<file path="src/rtl/mklp_pkg.sv">
// Shared types and constants of the multi-key long press classifier.
package mklp_pkg;

  // Table geometry.
  localparam int SLOT_COUNT = 12;
  localparam int CODE_BITS  = 16;
  localparam int HOLD_BITS  = 16;
  localparam int IDX_BITS   = (SLOT_COUNT > 1) ? $clog2(SLOT_COUNT) : 1;

  // Register map.
  localparam int  APB_ADDR_BITS   = 3;
  localparam logic REG_LONG_PRESS = 1'b0;
  localparam logic [HOLD_BITS-1:0] LONG_TICKS_RESET = HOLD_BITS'(500);

  // Input operation codes.
  localparam logic OP_KEY  = 1'b0;
  localparam logic OP_TICK = 1'b1;

  // Result kinds.
  localparam logic KIND_SHORT = 1'b0;
  localparam logic KIND_LONG  = 1'b1;

  typedef enum logic [1:0] {
    PH_IDLE    = 2'd0,
    PH_PRESSED = 2'd1,
    PH_LONG    = 2'd2
  } phase_t;

  typedef enum logic [1:0] {
    ST_IDLE,
    ST_WALK,
    ST_FLUSH
  } state_t;

  // State of one key slot.
  typedef struct packed {
    logic [CODE_BITS-1:0] key;
    phase_t               phase;
    logic [HOLD_BITS-1:0] hold;
  } slot_t;

  // Command that the head unit applies to the slot passing by.
  typedef struct packed {
    logic                 op;
    logic [CODE_BITS-1:0] code;
    logic                 down;
    logic                 armed;
    logic [HOLD_BITS-1:0] ticks;
  } cmd_t;

  // What the head unit reports for the slot passing by.
  typedef struct packed {
    logic valid;
    logic kind;
    logic hit;
  } head_res_t;

endpackage

</file>
<file path="src/rtl/multi_key_long_press_classifier.sv">
// Top level of the multi-key short and long press classifier.
//
// The input channel takes one word per key event or per one-tick time step; the
// result channel gives classified presses (key code, short or long, last flag).
// Both channels use valid and ready. The hold time is set through the APB port,
// register long_press_ticks at byte address 0, reset value 500.
//
// The key table is a ring of SLOT_COUNT cells. Each accepted word walks the
// ring once, one slot per cycle through the head unit unless a pending result
// stalls it, so a word is accepted in idle, walks all SLOT_COUNT slots and then
// passes the flush state. The ring walk sets the word rate.
// Results come out in slot order; the last one of a word carries out_last, so
// each result is held in a pending register until the next is known.
// When the receiver stalls while a result is pending, the walk pauses on its
// next step and resumes once the output register empties; the input is not
// taken until the word's walk and flush are done. Synchronous reset frees all
// slots and empties the output; no clearing pass is needed.
module multi_key_long_press_classifier (
  input  logic                           clk,
  input  logic                           rst_n,
  // Input channel.
  input  logic                           in_valid,
  output logic                           in_ready,
  input  logic                           in_operation,
  input  logic [mklp_pkg::CODE_BITS-1:0] in_key_code,
  input  logic                           in_key_down,
  input  logic                           in_key_mapped,
  // Result channel.
  output logic                           out_valid,
  input  logic                           out_ready,
  output logic [mklp_pkg::CODE_BITS-1:0] out_event_key,
  output logic                           out_event_kind,
  output logic                           out_last,
  // Configuration port.
  input  logic                               psel,
  input  logic                               penable,
  input  logic                               pwrite,
  input  logic [mklp_pkg::APB_ADDR_BITS-1:0] paddr,
  input  logic [31:0]                        pwdata,
  output logic [31:0]                        prdata,
  output logic                               pready
);
  import mklp_pkg::*;

  state_t state_r, state_nxt;
  logic [IDX_BITS-1:0]  cnt_r, cnt_nxt;
  logic [HOLD_BITS-1:0] ticks_r;
  cmd_t                 cmd_r;
  logic                 done_r;
  logic                 pend_valid_r;
  logic [CODE_BITS-1:0] pend_key_r;
  logic                 pend_kind_r;
  logic                 out_valid_r;
  logic [CODE_BITS-1:0] out_key_r;
  logic                 out_kind_r;
  logic                 out_last_r;

  slot_t     ring_q [SLOT_COUNT];
  slot_t     head_new;
  cmd_t      head_cmd;
  head_res_t head_res;

  logic in_fire;
  logic out_free;
  logic step;
  logic walk_end;
  logic flush_go;
  logic reg_sel;

  // Configuration register.
  assign pready  = 1'b1;
  assign reg_sel = (paddr[2] == REG_LONG_PRESS);
  assign prdata  = reg_sel ? {{(32-HOLD_BITS){1'b0}}, ticks_r} : '0;

  always_ff @(posedge clk) begin
    if (!rst_n) begin
      ticks_r <= LONG_TICKS_RESET;
    end else if (psel && penable && pwrite && pready && reg_sel) begin
      ticks_r <= pwdata[HOLD_BITS-1:0];
    end
  end

  // Handshake and walk control.
  assign in_fire  = in_valid && in_ready;
  assign out_free = !out_valid_r || out_ready;
  assign step     = (state_r == ST_WALK) && (!pend_valid_r || out_free);
  assign walk_end = step && (cnt_r == IDX_BITS'(SLOT_COUNT - 1));
  assign flush_go = (state_r == ST_FLUSH) && (!pend_valid_r || out_free);

  // Next state.
  always_comb begin
    state_nxt = state_r;
    unique case (state_r)
      ST_IDLE:  if (in_fire) begin
        state_nxt = ST_WALK;
      end
      ST_WALK:  if (walk_end) begin
        state_nxt = ST_FLUSH;
      end
      ST_FLUSH: if (flush_go) begin
        state_nxt = ST_IDLE;
      end
      default:  state_nxt = ST_IDLE;
    endcase
  end

  // State outputs.
  always_comb begin
    in_ready = (state_r == ST_IDLE);
    cnt_nxt  = cnt_r;
    if (in_fire) begin
      cnt_nxt = '0;
    end else if (step) begin
      cnt_nxt = cnt_r + IDX_BITS'(1);
    end
  end

  always_ff @(posedge clk) begin
    if (!rst_n) begin
      state_r <= ST_IDLE;
      cnt_r   <= '0;
    end else begin
      state_r <= state_nxt;
      cnt_r   <= cnt_nxt;
    end
  end

  // Capture the command of an accepted word.
  always_ff @(posedge clk) begin
    if (!rst_n) begin
      cmd_r  <= '0;
      done_r <= 1'b0;
    end else if (in_fire) begin
      cmd_r.op    <= in_operation;
      cmd_r.code  <= in_key_code;
      cmd_r.down  <= in_key_down;
      cmd_r.armed <= (in_operation == OP_KEY) && in_key_mapped && (in_key_code != '0);
      cmd_r.ticks <= '0;
      done_r      <= 1'b0;
    end else if (step && head_res.hit) begin
      done_r <= 1'b1;
    end
  end

  always_comb begin
    head_cmd       = cmd_r;
    head_cmd.armed = cmd_r.armed && !done_r;
    head_cmd.ticks = ticks_r;
  end

  // Ring of slot cells; the head slot comes back to the tail updated.
  genvar gi;
  generate
    for (gi = 0; gi < SLOT_COUNT; gi++) begin : g_ring
      slot_t cell_d;
      if (gi == SLOT_COUNT - 1) begin : g_tail
        assign cell_d = head_new;
      end else begin : g_mid
        assign cell_d = ring_q[gi+1];
      end
      mklp_cell u_cell (
        .clk   (clk),
        .rst_n (rst_n),
        .shift (step),
        .d     (cell_d),
        .q     (ring_q[gi])
      );
    end
  endgenerate

  mklp_head u_head (
    .cmd      (head_cmd),
    .slot_in  (ring_q[0]),
    .slot_out (head_new),
    .res      (head_res)
  );

  // Pending result: held until the next result or the end of the walk decides last.
  always_ff @(posedge clk) begin
    if (!rst_n) begin
      pend_valid_r <= 1'b0;
    end else if (step && head_res.valid) begin
      pend_valid_r <= 1'b1;
    end else if (flush_go) begin
      pend_valid_r <= 1'b0;
    end
  end

  always_ff @(posedge clk) begin
    if (step && head_res.valid) begin
      pend_key_r  <= ring_q[0].key;
      pend_kind_r <= head_res.kind;
    end
  end

  // Output register.
  always_ff @(posedge clk) begin
    if (!rst_n) begin
      out_valid_r <= 1'b0;
    end else if ((step && head_res.valid && pend_valid_r) || (flush_go && pend_valid_r)) begin
      out_valid_r <= 1'b1;
    end else if (out_ready) begin
      out_valid_r <= 1'b0;
    end
  end

  always_ff @(posedge clk) begin
    if ((step && head_res.valid && pend_valid_r) || (flush_go && pend_valid_r)) begin
      out_key_r  <= pend_key_r;
      out_kind_r <= pend_kind_r;
      out_last_r <= flush_go;
    end
  end

  assign out_valid      = out_valid_r;
  assign out_event_key  = out_key_r;
  assign out_event_kind = out_kind_r;
  assign out_last       = out_last_r;

  // A new word is only taken with nothing left pending from the previous one.
  a_idle_no_pend: assert property (@(posedge clk) disable iff (!rst_n)
    in_ready |-> !pend_valid_r)
    else $error("input ready while a result is still pending");

  // A full walk leads to the flush state.
  a_walk_to_flush: assert property (@(posedge clk) disable iff (!rst_n)
    walk_end |=> (state_r == ST_FLUSH))
    else $error("walk did not end in flush");

  // A tick never claims a slot.
  a_tick_no_hit: assert property (@(posedge clk) disable iff (!rst_n)
    (step && (cmd_r.op == OP_TICK)) |-> !head_res.hit)
    else $error("tick word claimed a slot");

  // A key event hits at most one slot per walk.
  a_single_hit: assert property (@(posedge clk) disable iff (!rst_n)
    (step && done_r) |-> !head_res.hit)
    else $error("key event hit a second slot");

endmodule

</file>
<file path="src/rtl/mklp_cell.sv">
// One slot cell of the rotating key table.
module mklp_cell (
  input  logic           clk,
  input  logic           rst_n,
  input  logic           shift,
  input  mklp_pkg::slot_t d,
  output mklp_pkg::slot_t q
);
  import mklp_pkg::*;

  slot_t slot_r;
  slot_t slot_nxt;

  // Take the neighbor's slot on every step of a walk.
  always_comb begin
    slot_nxt = shift ? d : slot_r;
  end

  // Reset frees the slot.
  always_ff @(posedge clk) begin
    if (!rst_n) begin
      slot_r.key   <= '0;
      slot_r.phase <= PH_IDLE;
      slot_r.hold  <= '0;
    end else begin
      slot_r <= slot_nxt;
    end
  end

  assign q = slot_r;

endmodule

</file>
<file path="src/rtl/mklp_head.sv">
// Update logic for the slot at the head of the rotating table.
module mklp_head (
  input  mklp_pkg::cmd_t     cmd,
  input  mklp_pkg::slot_t    slot_in,
  output mklp_pkg::slot_t    slot_out,
  output mklp_pkg::head_res_t res
);
  import mklp_pkg::*;

  logic [HOLD_BITS-1:0] hold_dec;
  logic [HOLD_BITS-1:0] reload;
  logic                 match;

  assign hold_dec = (slot_in.hold != '0) ? slot_in.hold - HOLD_BITS'(1) : '0;
  assign reload   = (cmd.ticks == '0) ? HOLD_BITS'(1) : cmd.ticks;
  // Occupied slots form a prefix, so the first free slot seen means no match exists.
  assign match    = cmd.armed && ((slot_in.key == cmd.code) || (slot_in.key == '0));

  always_comb begin
    slot_out  = slot_in;
    res.valid = 1'b0;
    res.kind  = KIND_SHORT;
    res.hit   = 1'b0;
    if (cmd.op == OP_TICK) begin
      // Count down a held key and fire the long press when it expires.
      if (slot_in.phase == PH_PRESSED) begin
        slot_out.hold = hold_dec;
        if (hold_dec == '0) begin
          slot_out.phase = PH_LONG;
          res.valid      = 1'b1;
          res.kind       = KIND_LONG;
        end
      end
    end else if (match) begin
      // Key event on the matching or newly given slot.
      res.hit      = 1'b1;
      slot_out.key = cmd.code;
      if (cmd.down) begin
        slot_out.phase = PH_PRESSED;
        slot_out.hold  = reload;
      end else begin
        res.valid      = (slot_in.phase == PH_PRESSED);
        res.kind       = KIND_SHORT;
        slot_out.phase = PH_IDLE;
        slot_out.hold  = '0;
      end
    end
  end

endmodule
</file>
<file path="config.mk">
export PLATFORM = sky130hd
export DESIGN_NAME = multi_key_long_press_classifier
export DESIGN_NICKNAME = d
export VERILOG_FILES = /design/src/rtl/mklp_pkg.sv /design/src/rtl/multi_key_long_press_classifier.sv /design/src/rtl/mklp_cell.sv /design/src/rtl/mklp_head.sv
export SDC_FILE = /design/constraint.sdc
export NUM_CORES = 1
export LEC_CHECK = 0
export BUFFER_PORTS_ARGS = -buffer_cell sky130_fd_sc_hd__clkbuf_2
export CORE_ASPECT_RATIO = 1.75
export CORE_MARGIN = 4
export CORE_UTILIZATION = 50
export DETAILED_ROUTE_END_ITERATION = 8
export GPL_TIMING_DRIVEN = 0
export HOLD_SLACK_MARGIN = 0.15
export PLACE_DENSITY = 0.68
export SLEW_MARGIN = 20
export SYNTH_ARGS = -nofsm -noshare
export SYNTH_HDL_FRONTEND = slang
export SYNTH_SLANG_ARGS = --single-unit
</file>
<file path="constraint.sdc">
create_clock -name clk -period 7.7 [get_ports clk]
set_input_delay 1.155 -clock clk [delete_from_list [all_inputs] [get_ports clk]]
set_output_delay 1.155 -clock clk [all_outputs]
set_load 0.05 [all_outputs]
</file>
== Word level (Yosys, flattened, before mapping) ==
Cells that the tools add are included.

* Flip-flop bits (word level): 487
* Logic and storage cells: 119

* Bitwise operators: 3
* Mux-type cells: 23
* Reduce and logical (&&, ||, !) cells: 32
* Equal/unequal tests: 8
* Add/sub/neg operators: 2

{| class="wikitable"
|+ Operators with widths
! operator !! count
|-
| 16-bit two-way mux || 4
|-
| 16-bit zero test || 3
|-
| 18-bit two-way mux || 2
|-
| 34-bit two-way mux || 1
|-
| 16-bit nonzero test || 2
|-
| 17-bit two-way mux || 1
|-
| 16-bit equality test || 1
|-
| 2-bit two-way mux || 8
|-
| 16-bit by 1-bit subtractor with 16-bit output, second input constant || 1
|-
| 1-bit logical AND || 15
|-
| 2-bit one-hot mux with 3 select lines || 1
|-
| 1-bit two-way mux || 5
|-
| 4-bit by 1-bit adder with 4-bit output, second input constant || 1
|-
| 2-bit by 1-bit equality test with 1-bit output, second input constant || 2
|-
| 4-bit equality test, second input constant || 1
|-
| 1-bit logical OR || 4
|-
| 2-bit inequality test, second input constant || 2
|-
| 2-bit nonzero test || 2
|-
| 1-bit zero test || 3
|-
| 3-bit two-way mux || 1
|-
| 1-bit inverter || 3
|-
| 3-bit AND reduction || 1
|-
| 2-bit equality test, second input constant || 1
|-
| 2-bit zero test || 1
|-
| 2 further kinds || 2
|}

== Logic depth before layout (Yosys ltp) ==
* Depth in word-level cells: 10
* Mapped depth: 12

== Hierarchy ==
Synthesis repeated with hierarchy kept, for this count alone.

* Cells, all modules: 1802
* Area total of the unflattened synthesis: 20403.3 sq um

{| class="wikitable"
|+ By module, submodules not included
! module !! cells each !! area each (sq um) !! instances !! sequential area each (sq um)
|-
| mklp_cell || 109 || 1316.3 || 12 || 680.7
|-
| multi_key_long_press_classifier || 285 || 3133.0 || 1 || 1931.9
|-
| mklp_head || 209 || 1475.2 || 1 || 0.0
|}

== Worst setup path after synthesis ==
Ideal clock, no wire load.

* Path kind: register to register
* From: register g_ring[0].u_cell.slot_r (netlist bit g_ring[0].u_cell.q[0])
* To: register out_key_r[0] (netlist: out_event_key[0]) (enable)
* Arrival time: 3343 ps
* Path buffers: 2
* Clock period less this slack: 3747 ps
* Required time: 7296 ps
* Cell stages (with the launch flop): 12
* Setup slack: 3953 ps
* Cell sequence: dfxtp_1 buf_2 inv_1 ha_1 clkbuf_1 nor3b_1 and4_1 xor2_1 o31a_2 o41ai_4 nand4_1 a31oi_1

* Longest elaborated chain between the ends: 9
* Elaborated cells between the ends (all ways): 10

{| class="wikitable"
|+ Ends and longest elaborated chain
! element !! RTL line !! source
|-
| from (decl) || mklp_cell.sv:11 || <nowiki>slot_t slot_r;</nowiki>
|-
| from (signal assigned) || mklp_cell.sv:26 || <nowiki>slot_r <= slot_nxt;</nowiki>
|-
| 16-bit by 1-bit subtractor with 16-bit output or 16-bit nonzero test (tied branches) || mklp_head.sv:14 || <nowiki>assign hold_dec = (slot_in.hold != '0) ? slot_in.hold - HOLD_BITS'(1) : '0;</nowiki>
|-
| 16-bit two-way mux (*) || mklp_head.sv:14 ||
|-
| 16-bit zero test (*) || mklp_head.sv:28 || <nowiki>if (hold_dec == '0) begin</nowiki>
|-
| 2-bit two-way mux (*) || mklp_head.sv:28 ||
|-
| 2-bit two-way mux (*) || mklp_head.sv:26 || <nowiki>if (slot_in.phase == PH_PRESSED) begin</nowiki>
|-
| 2-bit two-way mux (*) || mklp_head.sv:24 || <nowiki>if (cmd.op == OP_TICK) begin</nowiki>
|-
| 1-bit logical AND (*) (2 in series) || multi_key_long_press_classifier.sv:208 || <nowiki>if ((step && head_res.valid && pend_valid_r) || (flush_go && pend_valid_r)) begin</nowiki>
|-
| 1-bit logical OR (*) || multi_key_long_press_classifier.sv:208 ||
|-
| to (signal assigned) || multi_key_long_press_classifier.sv:209 || <nowiki>out_key_r <= pend_key_r;</nowiki>
|-
| to (decl) || multi_key_long_press_classifier.sv:54 || <nowiki>logic [CODE_BITS-1:0] out_key_r;</nowiki>
|}

Every way passes the cells marked *; elsewhere a longest branch is shown, timed or not.
A chain may end at the register's enable or synchronous reset.

== Worst setup path in the final report ==
* From: register g_ring[0].u_cell.slot_r (netlist bit g_ring[0].u_cell.q[1])
* To: register pend_key_r[9] (enable)

* Longest elaborated chain between the ends: 7
* Elaborated cells between the ends (all ways): 8

{| class="wikitable"
|+ Ends and longest elaborated chain
! element !! RTL line !! source
|-
| 16-bit by 1-bit subtractor with 16-bit output or 16-bit nonzero test (tied branches) || mklp_head.sv:14 ||
|-
| 16-bit two-way mux (*) || mklp_head.sv:14 ||
|-
| 16-bit zero test (*) || mklp_head.sv:28 ||
|-
| 2-bit two-way mux (*) || mklp_head.sv:28 ||
|-
| 2-bit two-way mux (*) || mklp_head.sv:26 ||
|-
| 2-bit two-way mux (*) || mklp_head.sv:24 ||
|-
| 1-bit logical AND (*) || multi_key_long_press_classifier.sv:190 || <nowiki>if (step && head_res.valid) begin</nowiki>
|-
| to (signal assigned) || multi_key_long_press_classifier.sv:191 || <nowiki>pend_key_r <= ring_q[0].key;</nowiki>
|-
| to (decl) || multi_key_long_press_classifier.sv:51 || <nowiki>logic [CODE_BITS-1:0] pend_key_r;</nowiki>
|}

Marks and branches as above.

==> impl_results.md <==
- Critical-path cell list: inv_1 > ha_1 > clkbuf_1 > nor3b_1 > and4_1 > xor2_1 > o31a_2 > o41ai_4 > nand4_1 > nand2_1
- Global Route Usage Sum: 23.97%
- HP Class: reg -> reg
- Sink Count: 487
- Clock tree buffer depth: 3
- Proportion of netlist area held by the largest area contributor: 49.69%
- DRC Markers: 0
- Root buf cell: clkbuf_16
- Core box area: 0.03603 sq mm
- Simple logic cell fraction of the synthesized area: 22.56%
- FF/Latch Area: 0.01010 sq mm
- Max-slew headroom: 41.38%
- IO Port Bufs: 77
- Synth Flop Type: dfxtp_1
- Layout Nets: 2,447
- Tcrit/Tclk final: 50.95%
- Unrepaired setup endpoints after global routing: no
- GP Congestion: 0.9296
- Ys Warns: 0
- Post-Synth Adder-Cell Area: 0.1374%
- Worst-margin pin slew: 0.8794 ns
- Worst stage delay on the critical path: 0.65 ns
- First-pass GRT wire length: 77,560 um
- Top-count cell post-synth: nand2_1
- Initial Util: 50.55%
- Synthesized area per cell: 8.108 sq um
- Routed Antenna Nets: 0
- Pre-antenna DRT Iters: 5
- Largest family of logic cells by synthesized area: simple AND/OR/NAND/NOR gates
- # rows: 92
- Count of hold-fix buffers inserted at cts: 0
- CTS Buf Count: 43
- Gate power share: 5.4%
- Antenna diode count: 0
- Peak supply drop: 0.1660 mV
- Area leader, netlist: dfxtp_1
- Die area: 0.03966 sq mm
- Sequential area share after synthesis: 55.46%
- Via count: 15,180
- Hold_ws: 0.4214 ns
- Reg2Reg Setup Slack: 3.78 ns
- Die Wd: 152.3 um
- Startpoint Class: register
- Critical path class: reg -> reg
- Final Core Density: 57.54%
- Worst Path Required: 7.89 ns
- Max-cap viol count: 0
- Largest net degree at the start of global routing: 18
- Pwr Density: 244.8 mW/mm^2
- Clock skew: 0.01610 ns
- Routed wire per std cell: 16.87 um
- Post-CTS setup buffer count: 0
- WP buf/inv: 2
- Reg2reg start: g_ring[0].u_cell.q[1]$_SDFFE_PN0P_
- Number of global-route vias before repair: 15,360
- Cells after Synth: 2,246
- Post-CTS sizing: 0
- Unique masters post-synth: 60
- Leak: 7.052 nW
- Post-synthesis mux area share: 1.436%
- CTS H-tree depth: 2
- Final Max Slew Viols: 0
- Initial antenna violation count: 0
- Filler cell count: 3,350
- Die Y: 260.5 um
- Routed WL: 48,730 um
- R2R cell count: 10
- Fmax: 254.9 MHz
- Int Power: 3.891 mW
- Compound-Gate Fraction of Synth Area: 14.77%
- Post-Synth XOR/XNOR Area: 1.058%
- Worst path depth: 10
- Hold_sp: pend_key_r[15]$_DFFE_PP_
- First DRT Iteration DRCs: 746
- Status: completed
- Crit path max fanout: 17
- Share of layout cells above drive strength 1: 7.568%
- CTS tree: yes
- Critical Path Sink Type: register
- Dpl hpwl: 37,500 um
- Clock slew at reported path FFs: 0.07 ns
- Worst hold stages: 0
- Synthesized area: 0.01821 sq mm
- Worst skew pair latency: 0.56 ns
- Setup crit start: g_ring[0].u_cell.q[1]$_SDFFE_PN0P_
- Endpoints failing setup: 0
- GRT Residual Overflow: 0
- Async SR Flop Fraction: 0%
- Layout area overhead: 13.83%
- Arr. time, crit path: 4.11 ns
- Area of the multi-input gates: 0.007347 sq mm
- Flops & latches, synth: 487
- Reg power frac: 50.9%
- Post-layout min period: 3.923 ns
- Synth cell count leaders: nand2_1, dfxtp_1, a21oi_1, clkbuf_1, nor2_1
- Area contributors post-synth: dfxtp_1, nand2_1, a21oi_1
- Post-synth EDFFs: 35
- Setup_tns: 0 ns
- Switching power: 1.184 mW
- Slowest stage cell, crit path: nand2_1
- Switching Fraction: 23.33%
- CP delay by family, top: simple AND/OR/NAND/NOR gates
- Hold Fails Final Rpt: 0
- Design Power: 5.075 mW
- Top-level port count: 114
- Part of the power in the clock network: 43.7%
- Via/cell ratio: 5.258
## routing by layer
metal,GRT usage [%],vias up,routed length (um)
met4,13.15,0,2761
met3,3.003,145,1551
met2,46.78,340,26260
li1,-,7651,-
met1,24.42,7048,18150
met5,0,-,0
## worst paths after layout
| path | end |
|---|---|
| worst max-delay path | pend_key_r[9]$_DFFE_PP_ |
| worst min register to register | out_event_key[15]$_DFFE_PP_ |
| worst max register to register | pend_key_r[9]$_DFFE_PP_ |
| worst min-delay path | out_event_key[15]$_DFFE_PP_ |
## metrics by stage
step                setup WS (ns)  std cells  cell area [sq um]
global placement            3.058       2808              19240
detailed placement          3.823       2809              19260
CTS                         3.811       2888              20730
global route                3.484       2888              20730
finish                      3.777       2888              20730
floorplan                   3.953       2261              18270
## kinds of logic after synthesis
family | after synthesis
other | 2
AO/OA/AOI/OAI | 498
AND/OR/NAND/NOR | 1011
multiplexers | 26
adder cells (fa/ha/maj) | 2
flip-flops | 487
buffers and inverters | 198
XOR/XNOR | 22
## area by class of cell
class,instances,share of cell area [%]
Timing Repair Buffer,78,1.913
Multi-Input combinational cell,1576,35.44
Tap cell,470,2.837
Clock buffer,60,6.150
Clock inverter,19,0.9476
Buffer,191,3.863
Sequential cell,487,48.72
Inverter,7,0.1268
## power groups by stage
stage	combinational [mW]	sequential (mW)	clock (mW)
floorplan	0.189	2.63	0
global placement	0.269	2.64	0
detailed placement	0.273	2.64	0
CTS	0.274	2.58	2.25
global route	0.300	2.58	2.36
finish	0.273	2.58	2.22
## sequential cells by signal, summed over array words and instances (netlist names)
register	flops
state_r	2
out_event_kind	1
out_last	1
cmd_r	19
g_ring.u_cell.q	408
out_event_key	16
cnt_r	4
pend_key_r	16
out_valid	1
pend_kind_r	1
done_r	1
pend_valid_r	1
ticks_r	16
## cell usage in the layout (no fill, tap or decap), drive strengths merged, types with 11 or more instances in the layout
master / netlist / layout
dfxtp: 452 / 452
o21ai: 15 / 15
mux2i: 25 / 25
clkbuf: 159 / 296
xor2: 19 / 19
buf: 32 / 33
nor3: 16 / 16
nor4: 18 / 18
nor2b: 34 / 34
a211oi: 17 / 17
edfxtp: 35 / 35
nand3: 13 / 13
nor2: 37 / 37
nand2: 855 / 855
inv: 7 / 11
conb: 2 / 17
nand4: 12 / 12
a21oi: 421 / 421
## worst register-to-register path, delay by kind of cell, from the launching register on
| kind | cells | cell delay, ns |
|---|---|---|
| buf+inv | 2 | 0.49 |
| simple gates | 4 | 1.68 |
| flops | 1 | 0.39 |
| xor+xnor | 1 | 0.09 |
| compound gates | 2 | 0.74 |
| fa+ha+maj | 1 | 0.16 |
Power figures use the tool's default switching activity.
